<file path="src/hdl/ngga_pkg.sv">
// Shared types, constants and helper functions for the GGA position parser.
// No dependencies; every other file in hdl/ refers to this package by scoped name.
`timescale 1ns / 1ps

package ngga_pkg;

	localparam int MIN_FRAC_DIGITS = 4;
	localparam int INT_DIGITS      = 5;

	localparam int FRAC_SCALE = 10 ** MIN_FRAC_DIGITS;
	localparam int FRAC_W     = $clog2(FRAC_SCALE);
	localparam int INT_W      = $clog2(10 ** INT_DIGITS);
	localparam int P6         = 10 ** (6 - MIN_FRAC_DIGITS);

	localparam int FIFO_DEPTH  = 4;
	localparam int PTR_W       = $clog2(FIFO_DEPTH);
	localparam int LANE_STAGES = 5;

	// coordinate conversion widths
	localparam int R100_W    = 18;
	localparam int DIV_SHIFT = 24;
	localparam int PR_W      = INT_W + R100_W;
	localparam int DEG_W     = PR_W - DIV_SHIFT;
	localparam int MM_W      = 7;
	localparam int Y_W       = 27;
	localparam int Z_W       = Y_W - 2;
	localparam int V_W       = 30;
	localparam int PQ_W      = 2 * Z_W;
	localparam int M15_SHIFT = 28;
	localparam int Q_W       = PQ_W - M15_SHIFT;
	localparam int OUT_W     = 31;

	localparam logic [R100_W-1:0] R100     = 18'd167773;
	localparam logic [Z_W-1:0]    M15      = 25'd17895697;
	localparam logic [Z_W-1:0]    FIFTEEN  = 25'd15;
	localparam logic [V_W-1:0]    UDEG     = 30'd1000000;

	localparam logic [1:0] ST_OK     = 2'd0;
	localparam logic [1:0] ST_NOTGGA = 2'd1;
	localparam logic [1:0] ST_BAD    = 2'd2;

	localparam logic [7:0] CH_COMMA = 8'h2C;
	localparam logic [7:0] CH_DOT   = 8'h2E;
	localparam logic [7:0] CH_ZERO  = 8'h30;
	localparam logic [7:0] CH_S     = 8'h53;
	localparam logic [7:0] CH_W     = 8'h57;

	typedef enum logic [3:0] {
		PH_PREFIX,
		PH_COMMA0,
		PH_TIME,
		PH_COMMA1,
		PH_LAT_INT,
		PH_LAT_FRAC,
		PH_LAT_HEMI,
		PH_COMMA_LH,
		PH_LON_INT,
		PH_LON_FRAC,
		PH_LON_HEMI,
		PH_DONE,
		PH_SKIP
	} phase_t;

	typedef struct packed {
		logic [1:0]        status;
		logic [INT_W-1:0]  lat_int;
		logic [FRAC_W-1:0] lat_frac;
		logic              south;
		logic [INT_W-1:0]  lon_int;
		logic [FRAC_W-1:0] lon_frac;
		logic              west;
	} job_t;

	typedef struct packed {
		logic full;
		logic empty;
	} fifo_stat_t;

	function automatic logic [7:0] gga_tag(input logic [2:0] idx);
		logic [7:0] ch;
		case (idx)
			3'd0: ch = 8'h24;
			3'd1: ch = 8'h47;
			3'd2: ch = 8'h50;
			3'd3: ch = 8'h47;
			3'd4: ch = 8'h47;
			3'd5: ch = 8'h41;
			default: ch = 8'h00;
		endcase
		return ch;
	endfunction

	// 10^(MIN_FRAC_DIGITS - cnt): pads a short fraction with zeros
	function automatic logic [FRAC_W-1:0] pad_mult(input logic [2:0] cnt);
		logic [FRAC_W-1:0] m;
		m = FRAC_W'(1);
		for (int i = 0; i < MIN_FRAC_DIGITS; i++) begin
			if (i >= int'(cnt)) begin
				m = FRAC_W'(m * FRAC_W'(10));
			end
		end
		return m;
	endfunction

endpackage

</file>
<file path="src/hdl/nmea_gga_position_parser.sv">
// GGA position parser top: byte parser front, four-entry job queue, converter back.
// Between the beat carrying tlast and m_tvalid: queue, five lane stages, output register.
// Throughput: one byte per cycle while the queue is not full; one result per sentence, set
// by the byte-serial parser; the back end takes a new job each cycle unless m_tready stalls.
// Reset: arst_n asynchronous, active low; clears parser state, queue and valid flags.
// Depends on ngga_pkg, ngga_front, ngga_fifo, ngga_back.
`timescale 1ns / 1ps

module nmea_gga_position_parser (
	input  logic        clk,
	input  logic        arst_n,
	input  logic        s_tvalid,
	output logic        s_tready,
	input  logic [7:0]  s_tdata,   // [7:0] char_byte
	input  logic        s_tlast,   // is_last
	output logic        m_tvalid,
	input  logic        m_tready,
	output logic [63:0] m_tdata    // [1:0] status, [32:2] lat_udeg, [63:33] lon_udeg
);

	ngga_pkg::job_t       push_job, head_job;
	ngga_pkg::fifo_stat_t stat;
	logic                 push, pop;

	assign s_tready = !stat.full;

	ngga_front u_front (
		.clk      (clk),
		.arst_n   (arst_n),
		.s_tvalid (s_tvalid),
		.s_tready (s_tready),
		.s_tdata  (s_tdata),
		.s_tlast  (s_tlast),
		.push     (push),
		.job      (push_job)
	);

	ngga_fifo u_fifo (
		.clk    (clk),
		.arst_n (arst_n),
		.push   (push),
		.wr_job (push_job),
		.pop    (pop),
		.rd_job (head_job),
		.stat   (stat)
	);

	ngga_back u_back (
		.clk      (clk),
		.arst_n   (arst_n),
		.job      (head_job),
		.stat     (stat),
		.pop      (pop),
		.m_tvalid (m_tvalid),
		.m_tready (m_tready),
		.m_tdata  (m_tdata)
	);

endmodule

</file>
<file path="src/hdl/ngga_front.sv">
// Byte-level sentence parser: walks the GGA fields and hands one job per sentence.
// Depends on ngga_pkg.
`timescale 1ns / 1ps

module ngga_front (
	input  logic                clk,
	input  logic                arst_n,
	input  logic                s_tvalid,
	input  logic                s_tready,
	input  logic [7:0]          s_tdata,   // [7:0] char_byte
	input  logic                s_tlast,   // is_last
	output logic                push,
	output ngga_pkg::job_t      job
);

	ngga_pkg::phase_t              phase_q, nxt_phase;
	logic [2:0]                    cnt_q, nxt_cnt;
	logic [1:0]                    err_q, nxt_err;
	logic [ngga_pkg::INT_W-1:0]    lat_int_q, nxt_lat_int;
	logic [ngga_pkg::FRAC_W-1:0]   lat_frac_q, nxt_lat_frac;
	logic [ngga_pkg::INT_W-1:0]    lon_int_q, nxt_lon_int;
	logic [ngga_pkg::FRAC_W-1:0]   lon_frac_q, nxt_lon_frac;
	logic [2:0]                    fcnt_q, nxt_fcnt;
	logic                          south_q, nxt_south;
	logic                          west_q, nxt_west;

	logic                          digit;
	logic [3:0]                    dval;
	logic                          sel_lat;
	logic [ngga_pkg::INT_W-1:0]    cur_ip, ip_acc;
	logic [ngga_pkg::FRAC_W-1:0]   cur_fp, fp_acc, fp_pad;
	logic [2*ngga_pkg::FRAC_W-1:0] pad_prod;
	logic                          beat;

	assign beat    = s_tvalid && s_tready;
	assign digit   = s_tdata inside {[8'h30:8'h39]};
	assign dval    = 4'(s_tdata - ngga_pkg::CH_ZERO);
	assign sel_lat = (phase_q == ngga_pkg::PH_LAT_INT) || (phase_q == ngga_pkg::PH_LAT_FRAC);
	assign cur_ip  = sel_lat ? lat_int_q : lon_int_q;
	assign cur_fp  = sel_lat ? lat_frac_q : lon_frac_q;
	assign ip_acc  = ngga_pkg::INT_W'(cur_ip * ngga_pkg::INT_W'(10) + ngga_pkg::INT_W'(dval));
	assign fp_acc  = ngga_pkg::FRAC_W'(cur_fp * ngga_pkg::FRAC_W'(10) +
		ngga_pkg::FRAC_W'(dval));
	assign pad_prod = (2*ngga_pkg::FRAC_W)'(cur_fp) *
		(2*ngga_pkg::FRAC_W)'(ngga_pkg::pad_mult(fcnt_q));
	assign fp_pad  = pad_prod[ngga_pkg::FRAC_W-1:0];

	// next state
	always_comb begin
		nxt_phase    = phase_q;
		nxt_cnt      = cnt_q;
		nxt_err      = err_q;
		nxt_lat_int  = lat_int_q;
		nxt_lat_frac = lat_frac_q;
		nxt_lon_int  = lon_int_q;
		nxt_lon_frac = lon_frac_q;
		nxt_fcnt     = fcnt_q;
		nxt_south    = south_q;
		nxt_west     = west_q;
		case (phase_q)
			ngga_pkg::PH_PREFIX: begin
				if (s_tdata == ngga_pkg::gga_tag(cnt_q)) begin
					if (cnt_q == 3'd5) begin
						nxt_cnt   = 3'd0;
						nxt_phase = ngga_pkg::PH_COMMA0;
					end else begin
						nxt_cnt = cnt_q + 3'd1;
					end
				end else begin
					nxt_err   = ngga_pkg::ST_NOTGGA;
					nxt_phase = ngga_pkg::PH_SKIP;
				end
			end
			ngga_pkg::PH_COMMA0: begin
				if (s_tdata == ngga_pkg::CH_COMMA) begin
					nxt_phase = ngga_pkg::PH_TIME;
				end else begin
					nxt_err   = ngga_pkg::ST_BAD;
					nxt_phase = ngga_pkg::PH_SKIP;
				end
			end
			ngga_pkg::PH_TIME: begin
				if (!digit) begin
					nxt_err   = ngga_pkg::ST_BAD;
					nxt_phase = ngga_pkg::PH_SKIP;
				end else if (cnt_q == 3'd5) begin
					nxt_cnt   = 3'd0;
					nxt_phase = ngga_pkg::PH_COMMA1;
				end else begin
					nxt_cnt = cnt_q + 3'd1;
				end
			end
			ngga_pkg::PH_COMMA1, ngga_pkg::PH_COMMA_LH: begin
				if (s_tdata == ngga_pkg::CH_COMMA) begin
					nxt_cnt   = 3'd0;
					nxt_phase = (phase_q == ngga_pkg::PH_COMMA1) ? ngga_pkg::PH_LAT_INT :
						ngga_pkg::PH_LON_INT;
				end else begin
					nxt_err   = ngga_pkg::ST_BAD;
					nxt_phase = ngga_pkg::PH_SKIP;
				end
			end
			ngga_pkg::PH_LAT_INT, ngga_pkg::PH_LON_INT: begin
				if (digit) begin
					if (cnt_q >= 3'(ngga_pkg::INT_DIGITS)) begin
						nxt_err   = ngga_pkg::ST_BAD;
						nxt_phase = ngga_pkg::PH_SKIP;
					end else begin
						if (sel_lat) nxt_lat_int = ip_acc;
						else nxt_lon_int = ip_acc;
						nxt_cnt = cnt_q + 3'd1;
					end
				end else if (s_tdata == ngga_pkg::CH_DOT && cnt_q != 3'd0) begin
					nxt_fcnt  = 3'd0;
					nxt_phase = sel_lat ? ngga_pkg::PH_LAT_FRAC : ngga_pkg::PH_LON_FRAC;
				end else if (s_tdata == ngga_pkg::CH_COMMA && cnt_q != 3'd0) begin
					nxt_phase = sel_lat ? ngga_pkg::PH_LAT_HEMI : ngga_pkg::PH_LON_HEMI;
				end else begin
					nxt_err   = ngga_pkg::ST_BAD;
					nxt_phase = ngga_pkg::PH_SKIP;
				end
			end
			ngga_pkg::PH_LAT_FRAC, ngga_pkg::PH_LON_FRAC: begin
				if (digit) begin
					if (fcnt_q < 3'(ngga_pkg::MIN_FRAC_DIGITS)) begin
						if (sel_lat) nxt_lat_frac = fp_acc;
						else nxt_lon_frac = fp_acc;
						nxt_fcnt = fcnt_q + 3'd1;
					end
				end else if (s_tdata == ngga_pkg::CH_COMMA) begin
					if (sel_lat) nxt_lat_frac = fp_pad;
					else nxt_lon_frac = fp_pad;
					nxt_fcnt  = 3'(ngga_pkg::MIN_FRAC_DIGITS);
					nxt_phase = sel_lat ? ngga_pkg::PH_LAT_HEMI : ngga_pkg::PH_LON_HEMI;
				end else begin
					nxt_err   = ngga_pkg::ST_BAD;
					nxt_phase = ngga_pkg::PH_SKIP;
				end
			end
			ngga_pkg::PH_LAT_HEMI: begin
				nxt_south = (s_tdata == ngga_pkg::CH_S);
				nxt_phase = ngga_pkg::PH_COMMA_LH;
			end
			ngga_pkg::PH_LON_HEMI: begin
				nxt_west  = (s_tdata == ngga_pkg::CH_W);
				nxt_phase = ngga_pkg::PH_DONE;
			end
			default: begin
			end
		endcase
	end

	// outputs
	always_comb begin
		push         = beat && s_tlast;
		job.lat_int  = nxt_lat_int;
		job.lat_frac = nxt_lat_frac;
		job.south    = nxt_south;
		job.lon_int  = nxt_lon_int;
		job.lon_frac = nxt_lon_frac;
		job.west     = nxt_west;
		if (nxt_err != ngga_pkg::ST_OK) job.status = nxt_err;
		else if (nxt_phase == ngga_pkg::PH_PREFIX) job.status = ngga_pkg::ST_NOTGGA;
		else if (nxt_phase != ngga_pkg::PH_DONE) job.status = ngga_pkg::ST_BAD;
		else job.status = ngga_pkg::ST_OK;
	end

	always_ff @(posedge clk or negedge arst_n) begin
		if (!arst_n) begin
			phase_q    <= ngga_pkg::PH_PREFIX;
			cnt_q      <= '0;
			err_q      <= ngga_pkg::ST_OK;
			lat_int_q  <= '0;
			lat_frac_q <= '0;
			lon_int_q  <= '0;
			lon_frac_q <= '0;
			fcnt_q     <= '0;
			south_q    <= 1'b0;
			west_q     <= 1'b0;
		end else if (beat) begin
			if (s_tlast) begin
				phase_q    <= ngga_pkg::PH_PREFIX;
				cnt_q      <= '0;
				err_q      <= ngga_pkg::ST_OK;
				lat_int_q  <= '0;
				lat_frac_q <= '0;
				lon_int_q  <= '0;
				lon_frac_q <= '0;
				fcnt_q     <= '0;
				south_q    <= 1'b0;
				west_q     <= 1'b0;
			end else begin
				phase_q    <= nxt_phase;
				cnt_q      <= nxt_cnt;
				err_q      <= nxt_err;
				lat_int_q  <= nxt_lat_int;
				lat_frac_q <= nxt_lat_frac;
				lon_int_q  <= nxt_lon_int;
				lon_frac_q <= nxt_lon_frac;
				fcnt_q     <= nxt_fcnt;
				south_q    <= nxt_south;
				west_q     <= nxt_west;
			end
		end
	end

	a_last_restarts: assert property (@(posedge clk) disable iff (!arst_n)
		(beat && s_tlast) |=> (phase_q == ngga_pkg::PH_PREFIX && cnt_q == 3'd0))
		else $error("parser not back at prefix after last beat");

	a_err_skips: assert property (@(posedge clk) disable iff (!arst_n)
		(err_q != ngga_pkg::ST_OK) |-> (phase_q == ngga_pkg::PH_SKIP))
		else $error("error latched outside skip phase");

endmodule

</file>
<file path="src/hdl/ngga_fifo.sv">
// Short job queue between the parser and the converter pipeline.
// Depends on ngga_pkg.
`timescale 1ns / 1ps

module ngga_fifo (
	input  logic                 clk,
	input  logic                 arst_n,
	input  logic                 push,
	input  ngga_pkg::job_t       wr_job,
	input  logic                 pop,
	output ngga_pkg::job_t       rd_job,
	output ngga_pkg::fifo_stat_t stat
);

	ngga_pkg::job_t                mem_q [ngga_pkg::FIFO_DEPTH];
	logic [ngga_pkg::PTR_W-1:0]    wr_ptr_q, rd_ptr_q;
	logic [ngga_pkg::PTR_W:0]      count_q;

	assign rd_job     = mem_q[rd_ptr_q];
	assign stat.full  = (count_q == (ngga_pkg::PTR_W+1)'(ngga_pkg::FIFO_DEPTH));
	assign stat.empty = (count_q == '0);

	always_ff @(posedge clk) begin
		if (push) mem_q[wr_ptr_q] <= wr_job;
	end

	always_ff @(posedge clk or negedge arst_n) begin
		if (!arst_n) begin
			wr_ptr_q <= '0;
			rd_ptr_q <= '0;
			count_q  <= '0;
		end else begin
			if (push) wr_ptr_q <= wr_ptr_q + ngga_pkg::PTR_W'(1);
			if (pop) rd_ptr_q <= rd_ptr_q + ngga_pkg::PTR_W'(1);
			case ({push, pop})
				2'b10:   count_q <= count_q + (ngga_pkg::PTR_W+1)'(1);
				2'b01:   count_q <= count_q - (ngga_pkg::PTR_W+1)'(1);
				default: count_q <= count_q;
			endcase
		end
	end

endmodule

</file>
<file path="src/hdl/ngga_coord.sv">
// One coordinate lane: (d)ddmm.mmmm fixed-point digits to micro-degree magnitude.
// Five register stages, constant multiplies only. Depends on ngga_pkg.
`timescale 1ns / 1ps

module ngga_coord (
	input  logic                        clk,
	input  logic                        en,
	input  logic [ngga_pkg::INT_W-1:0]  ip,
	input  logic [ngga_pkg::FRAC_W-1:0] fp,
	input  logic                        neg,
	output logic [ngga_pkg::V_W-1:0]    mag,
	output logic                        mag_neg
);

	logic [ngga_pkg::PR_W-1:0]   pr_s1;
	logic [ngga_pkg::INT_W-1:0]  ip_s1;
	logic [ngga_pkg::FRAC_W-1:0] fp_s1, fp_s2;
	logic                        neg_s1, neg_s2, neg_s3, neg_s4, neg_s5;
	logic [ngga_pkg::DEG_W-1:0]  deg, deg_s2;
	logic [ngga_pkg::INT_W-1:0]  rem;
	logic [ngga_pkg::MM_W-1:0]   mm_s2;
	logic [ngga_pkg::Y_W-1:0]    y_s3;
	logic [ngga_pkg::V_W-1:0]    degu_s3, degu_s4, mag_s5;
	logic [ngga_pkg::PQ_W-1:0]   pq_s4;
	logic [ngga_pkg::Z_W-1:0]    z_s4, r;
	logic [ngga_pkg::Q_W-1:0]    q0, q;

	// degrees = ip / 100 by reciprocal; minutes = remainder
	assign deg = pr_s1[ngga_pkg::PR_W-1:ngga_pkg::DIV_SHIFT];
	assign rem = ip_s1 - ngga_pkg::INT_W'(ngga_pkg::INT_W'(deg) * ngga_pkg::INT_W'(100));

	// floor(z / 15) estimate is low by at most one
	assign q0 = pq_s4[ngga_pkg::PQ_W-1:ngga_pkg::M15_SHIFT];
	assign r  = z_s4 - ngga_pkg::Z_W'({q0, 4'b0000} - {4'b0000, q0});
	assign q  = (r >= ngga_pkg::FIFTEEN) ? q0 + ngga_pkg::Q_W'(1) : q0;

	always_ff @(posedge clk) begin
		if (en) begin
			pr_s1   <= ngga_pkg::PR_W'(ip) * ngga_pkg::PR_W'(ngga_pkg::R100);
			ip_s1   <= ip;
			fp_s1   <= fp;
			neg_s1  <= neg;

			deg_s2  <= deg;
			mm_s2   <= rem[ngga_pkg::MM_W-1:0];
			fp_s2   <= fp_s1;
			neg_s2  <= neg_s1;

			y_s3    <= ngga_pkg::Y_W'(ngga_pkg::Y_W'(mm_s2) * ngga_pkg::Y_W'(ngga_pkg::UDEG)) +
				ngga_pkg::Y_W'(ngga_pkg::Y_W'(fp_s2) * ngga_pkg::Y_W'(ngga_pkg::P6));
			degu_s3 <= ngga_pkg::V_W'(deg_s2) * ngga_pkg::UDEG;
			neg_s3  <= neg_s2;

			pq_s4   <= ngga_pkg::PQ_W'(y_s3[ngga_pkg::Y_W-1:2]) * ngga_pkg::PQ_W'(ngga_pkg::M15);
			z_s4    <= y_s3[ngga_pkg::Y_W-1:2];
			degu_s4 <= degu_s3;
			neg_s4  <= neg_s3;

			mag_s5  <= degu_s4 + ngga_pkg::V_W'(q);
			neg_s5  <= neg_s4;
		end
	end

	assign mag     = mag_s5;
	assign mag_neg = neg_s5;

endmodule

</file>
<file path="src/hdl/ngga_back.sv">
// Converter back end: pulls jobs from the queue, runs both lanes, holds the result beat.
// Depends on ngga_pkg and ngga_coord.
`timescale 1ns / 1ps

module ngga_back (
	input  logic                 clk,
	input  logic                 arst_n,
	input  ngga_pkg::job_t       job,
	input  ngga_pkg::fifo_stat_t stat,
	output logic                 pop,
	output logic                 m_tvalid,
	input  logic                 m_tready,
	output logic [63:0]          m_tdata    // [1:0] status, [32:2] lat_udeg, [63:33] lon_udeg
);

	logic                             advance;
	logic [ngga_pkg::LANE_STAGES-1:0] vld_q;
	logic [1:0]                       st_s [ngga_pkg::LANE_STAGES];
	logic [ngga_pkg::V_W-1:0]         lat_mag, lon_mag;
	logic                             lat_neg, lon_neg;
	logic [ngga_pkg::OUT_W-1:0]       lat_val, lon_val;
	logic                             out_valid_q;
	logic [1:0]                       out_st_q;
	logic [ngga_pkg::OUT_W-1:0]       out_lat_q, out_lon_q;
	logic [1:0]                       st_last;

	assign advance = !out_valid_q || m_tready;
	assign pop     = advance && !stat.empty;
	assign st_last = st_s[ngga_pkg::LANE_STAGES-1];

	ngga_coord u_lat (
		.clk     (clk),
		.en      (advance),
		.ip      (job.lat_int),
		.fp      (job.lat_frac),
		.neg     (job.south),
		.mag     (lat_mag),
		.mag_neg (lat_neg)
	);

	ngga_coord u_lon (
		.clk     (clk),
		.en      (advance),
		.ip      (job.lon_int),
		.fp      (job.lon_frac),
		.neg     (job.west),
		.mag     (lon_mag),
		.mag_neg (lon_neg)
	);

	always_comb begin
		lat_val = '0;
		lon_val = '0;
		if (st_last == ngga_pkg::ST_OK) begin
			lat_val = lat_neg ? ngga_pkg::OUT_W'(0) - ngga_pkg::OUT_W'(lat_mag) :
				ngga_pkg::OUT_W'(lat_mag);
			lon_val = lon_neg ? ngga_pkg::OUT_W'(0) - ngga_pkg::OUT_W'(lon_mag) :
				ngga_pkg::OUT_W'(lon_mag);
		end
	end

	always_ff @(posedge clk) begin
		if (advance) begin
			st_s[0] <= job.status;
			for (int i = 1; i < ngga_pkg::LANE_STAGES; i++) begin
				st_s[i] <= st_s[i-1];
			end
			out_st_q  <= st_last;
			out_lat_q <= lat_val;
			out_lon_q <= lon_val;
		end
	end

	always_ff @(posedge clk or negedge arst_n) begin
		if (!arst_n) begin
			vld_q       <= '0;
			out_valid_q <= 1'b0;
		end else if (advance) begin
			vld_q       <= {vld_q[ngga_pkg::LANE_STAGES-2:0], pop};
			out_valid_q <= vld_q[ngga_pkg::LANE_STAGES-1];
		end
	end

	assign m_tvalid = out_valid_q;
	assign m_tdata  = {out_lon_q, out_lat_q, out_st_q};

	a_err_zero: assert property (@(posedge clk) disable iff (!arst_n)
		(out_valid_q && out_st_q != ngga_pkg::ST_OK) |-> (out_lat_q == '0 && out_lon_q == '0))
		else $error("nonzero status beat carries coordinates");

	a_no_pop_empty: assert property (@(posedge clk) disable iff (!arst_n)
		pop |-> !stat.empty)
		else $error("pop from empty queue");

endmodule

</file>
<file path="config.mk">
export PLATFORM = sky130hd
export DESIGN_NAME = nmea_gga_position_parser
export DESIGN_NICKNAME = d
export VERILOG_FILES = /design/src/hdl/ngga_pkg.sv /design/src/hdl/nmea_gga_position_parser.sv /design/src/hdl/ngga_front.sv /design/src/hdl/ngga_fifo.sv /design/src/hdl/ngga_coord.sv /design/src/hdl/ngga_back.sv
export SDC_FILE = /design/constraint.sdc
export NUM_CORES = 2
export LEC_CHECK = 0
export ABC_CLOCK_PERIOD_IN_PS = 23800
export BUFFER_PORTS_ARGS = -buffer_cell sky130_fd_sc_hd__buf_2
export CORE_MARGIN = 5
export CORE_UTILIZATION = 47
export DETAILED_ROUTE_END_ITERATION = 16
export SLEW_MARGIN = 25
export SYNTH_ARGS = -nofsm -noshare
export SYNTH_HDL_FRONTEND = slang
export SYNTH_HIERARCHICAL = 1
export SYNTH_SLANG_ARGS = --single-unit
</file>
<file path="constraint.sdc">
create_clock -name clk -period 23.8 [get_ports clk]
set_input_delay 4.76 -clock clk [delete_from_list [all_inputs] [get_ports clk]]
set_output_delay 4.76 -clock clk [all_outputs]
set_load 0.02 [all_outputs]
</file>
==> impl_metrics.py <==
metrics = {
    "floorplan": {
        "die_x_um": 414,
        "rows": 148,
        "floorplan.initialDensity_pct": 47.2,
        "die_area_um2": 171000,
        "die_y_um": 414,
        "core-area_um2": 163000,
        "ioPinCount": 79,
    },
    "clock_network": {
        "cts_buffer_depth": 3,
        "cts_resized": 0,
        "cts_made_buffers": 94,
        "clk_pin_slew_worst_paths_ns": 0.06,
        "cts_hold_buf": 0,
        "numClockSinks": 865,
        "clockRootBuffer": "clkbuf_16",
        "clock_latency_ns": 0.71,
        "cts_setup_buffers": 0,
        "htree_levels": 3,
        "tritoncts": "yes",
    },
    "placed_design": {
        "place_inst": 9065,
        "io_buffers": 78,
        "dpl.hpwl_mm": 129,
        "gp_congestion": 0.877,
    },
    "job": {
        "maxCapViolations": 0,
    },
    "global_route": {
        "grt_usage_pct": 19.1,
        "overflow": 0,
        "grt_first_pass_wirelength_mm": 268,
        "grt_pass1_vias": 50376,
        "grt_max_degree": 172,
        "antenna_found_initial": 0,
    },
    "sta": {
        "max_freq_ghz": 0.108,
        "slew_headroom_pct": 28.6,
        "rsz0062_at_grt": "false",
        "tightest_slew_ns": 1.07,
        "slew_violations": 0,
        "finalCritPeriodShare_pct": 38.8,
        "hold_violations": 0,
        "finalSetupViolCount": 0,
        "min_period_ns": 9.23,
        "finalSetupTns_ns": 0,
        "clock_skew_ns": 0.0360,
    },
    "setup_path": {
        "slowest_stage": "fa_1",
        "critPathMaxStageDelay_ns": 0.49,
        "criticalPathCategory": "reg2reg",
        "crit_path_end_kind": "flip-flop",
        "arrival_ns": 9.73,
        "rr_startpoint": "u_front/fcnt_q[1]",
        "critPathLaunch": "u_front/fcnt_q[1]",
        "worstSetupStartpointType": "flip-flop",
        "crit_family": "adder cells",
        "critPathRequiredTime_ns": 24.29,
        "worst-path-buf-inv": 3,
        "path_max_fanout": 11,
        "path_common_cell": "xnor2_1",
    },
    "detailed_routing": {
        "wl_per_cell_um": 17.7,
        "wl_met2_mm": 76.3,
        "ant_nets": 0,
        "wl_met1_mm": 77.9,
        "top_layer_used": "met4",
        "drt_first_iter_violations": 3218,
        "drtPass1Iterations": 8,
        "wl_met3_mm": 6.08,
        "viasPerCell": 5.32,
        "vias": 49163,
        "wirelength_mm": 163,
        "route.detailed.drc": 0,
    },
    "final_layout": {
        "n_antenna_cell": 0,
        "multi_input_area_um2": 45900,
        "layout.area.seq_um2": 25500,
        "nets": 8806,
        "synthToLayoutAreaGrowth_pct": 7.51,
        "drive_above_1_share_pct": 5.90,
        "fillers": 14594,
        "fin_cells": 9237,
    },
    "yosys": {
        "yosysTopAreaCell": "edfxtp_1",
        "synth-edff-count": 776,
        "syn_nets": 8740,
        "synth-seq-cells": 865,
        "ys.flop_type": "edfxtp_1",
        "synthArstFlopShare_pct": 10.3,
        "synth_common_cells": "inv_1 (1256), ha_1 (1225), edfxtp_1 (776)",
        "synth_top_area_share_pct": 30.4,
        "synth_seq_area_share_pct": 33.3,
        "ys_types": 110,
        "synth.most_common_cell": "inv_1",
        "postSynthAreaPerCell_um2": 11.1,
        "yosys-top-cells-area": "edfxtp_1 (30%), ha_1 (20%), fa_1 (15%)",
        "syn_inst": 6920,
        "mappedNetlistArea_um2": 76800,
        "yosysWarnings": 6,
    },
    "outcome": {
        "run_status": "complete, no violations",
    },
    "hold_path": {
        "hold_class": "reg2reg",
        "min_from": "u_back/u_lon/degu_s3[22]",
    },
}
[metal layers]
metal	up-vias	GRT usage [%]
met4	0	3.89
met2	915	31.3
li1	24046	-
met3	196	2.31
met1	24006	27.5
met5	-	0
[logic make-up after synthesis]
logic type                 count (synthesis)  share of synthesized area, %
adders and majority gates               1807                          35.2
buffers and inverters                   1392                          6.99
and+or+nand+nor                         1295                          8.36
AOI/OAI and AO/OA                       1035                          8.88
DFF                                      865                          33.3
xor gates and xnor gates                 403                          4.63
muxes                                    122                          2.72
other                                      1                       0.00489
[worst paths after layout]
check,to,slack (ns),depth (start not counted)
worst max-delay path,u_fifo/mem_q[3][14],14.57,34
worst min register to register,u_back/u_lon/degu_s4[22],0.41,0
min in group asynchronous,u_front/cnt_q[2],4.03,1
worst min-delay path,u_back/u_lon/degu_s4[22],0.41,0
max in group asynchronous,u_fifo/rd_ptr_q[0],18.62,2
worst max register to register,u_fifo/mem_q[3][14],14.57,34
[worst reg2reg max path, delay by kind of cell, from the launching register on]
family                     cells  cell delay, ns
adders and majority gates     10            3.89
xor gates and xnor gates      12            2.52
AOI/OAI and AO/OA              6            1.05
and+or+nand+nor                3            0.73
DFF                            1            0.46
buffers and inverters          3            0.38
[cell usage in the layout, fill, tap and decap left out, drive strengths merged, types with 43 or more instances in the layout]
| master | count |
|---|---|
| or3 | 51 |
| mux4 | 66 |
| and2 | 46 |
| buf | 102 |
| nor3 | 107 |
| edfxtp | 776 |
| nand4 | 50 |
| o21a | 43 |
| nor2 | 311 |
| clkbuf | 110 |
| o21ai | 211 |
| nand3 | 116 |
| ha | 1225 |
| inv | 1272 |
| xnor2 | 275 |
| a22o | 58 |
| xor2 | 127 |
| nor2b | 45 |
| nand2 | 352 |
| a21o | 94 |
| dfrtp | 89 |
| fa | 582 |
| a21oi | 288 |
[through the flow]
step	hold slack, ns	setup WS, ns	cell area (um^2)	util (%)
finish	0.412	14.57	82500	50.8
global placement	0.401	14.63	79500	48.9
floorplan	0.400	8.15	76800	-
detailed placement	0.405	14.62	79500	48.9
global route	0.421	14.04	82500	50.8
CTS	0.411	14.56	82500	50.8
[registers in the layout, summed over array words and instances, names as in the netlist, 24 cells and up]
register,cells
u_back/u_lon/y_s3,25
u_back/out_lon_q,31
u_back/u_lat/degu_s4,24
u_back/u_lon/pq_s4,26
u_back/u_lat/pq_s4,26
u_back/u_lat/degu_s3,24
u_back/u_lon/degu_s3,24
u_back/u_lon/mag,30
u_back/out_lat_q,31
u_fifo/mem_q,264
u_back/u_lat/mag,30
u_back/u_lon/degu_s4,24
u_back/u_lat/y_s3,25
[final cells by class]
type                    instances  area share (%)
clock buffers                 110            2.94
multi-input cells            4663            55.6
inverters                    1260            5.74
clock inverters                62           0.745
flip-flops and latches        865            30.9
repair buffers                102           0.725
well taps                    2175            3.30
Power is not shown: default switching activity piles up to over one toggle a cycle in this logic, so the estimate is an artifact.
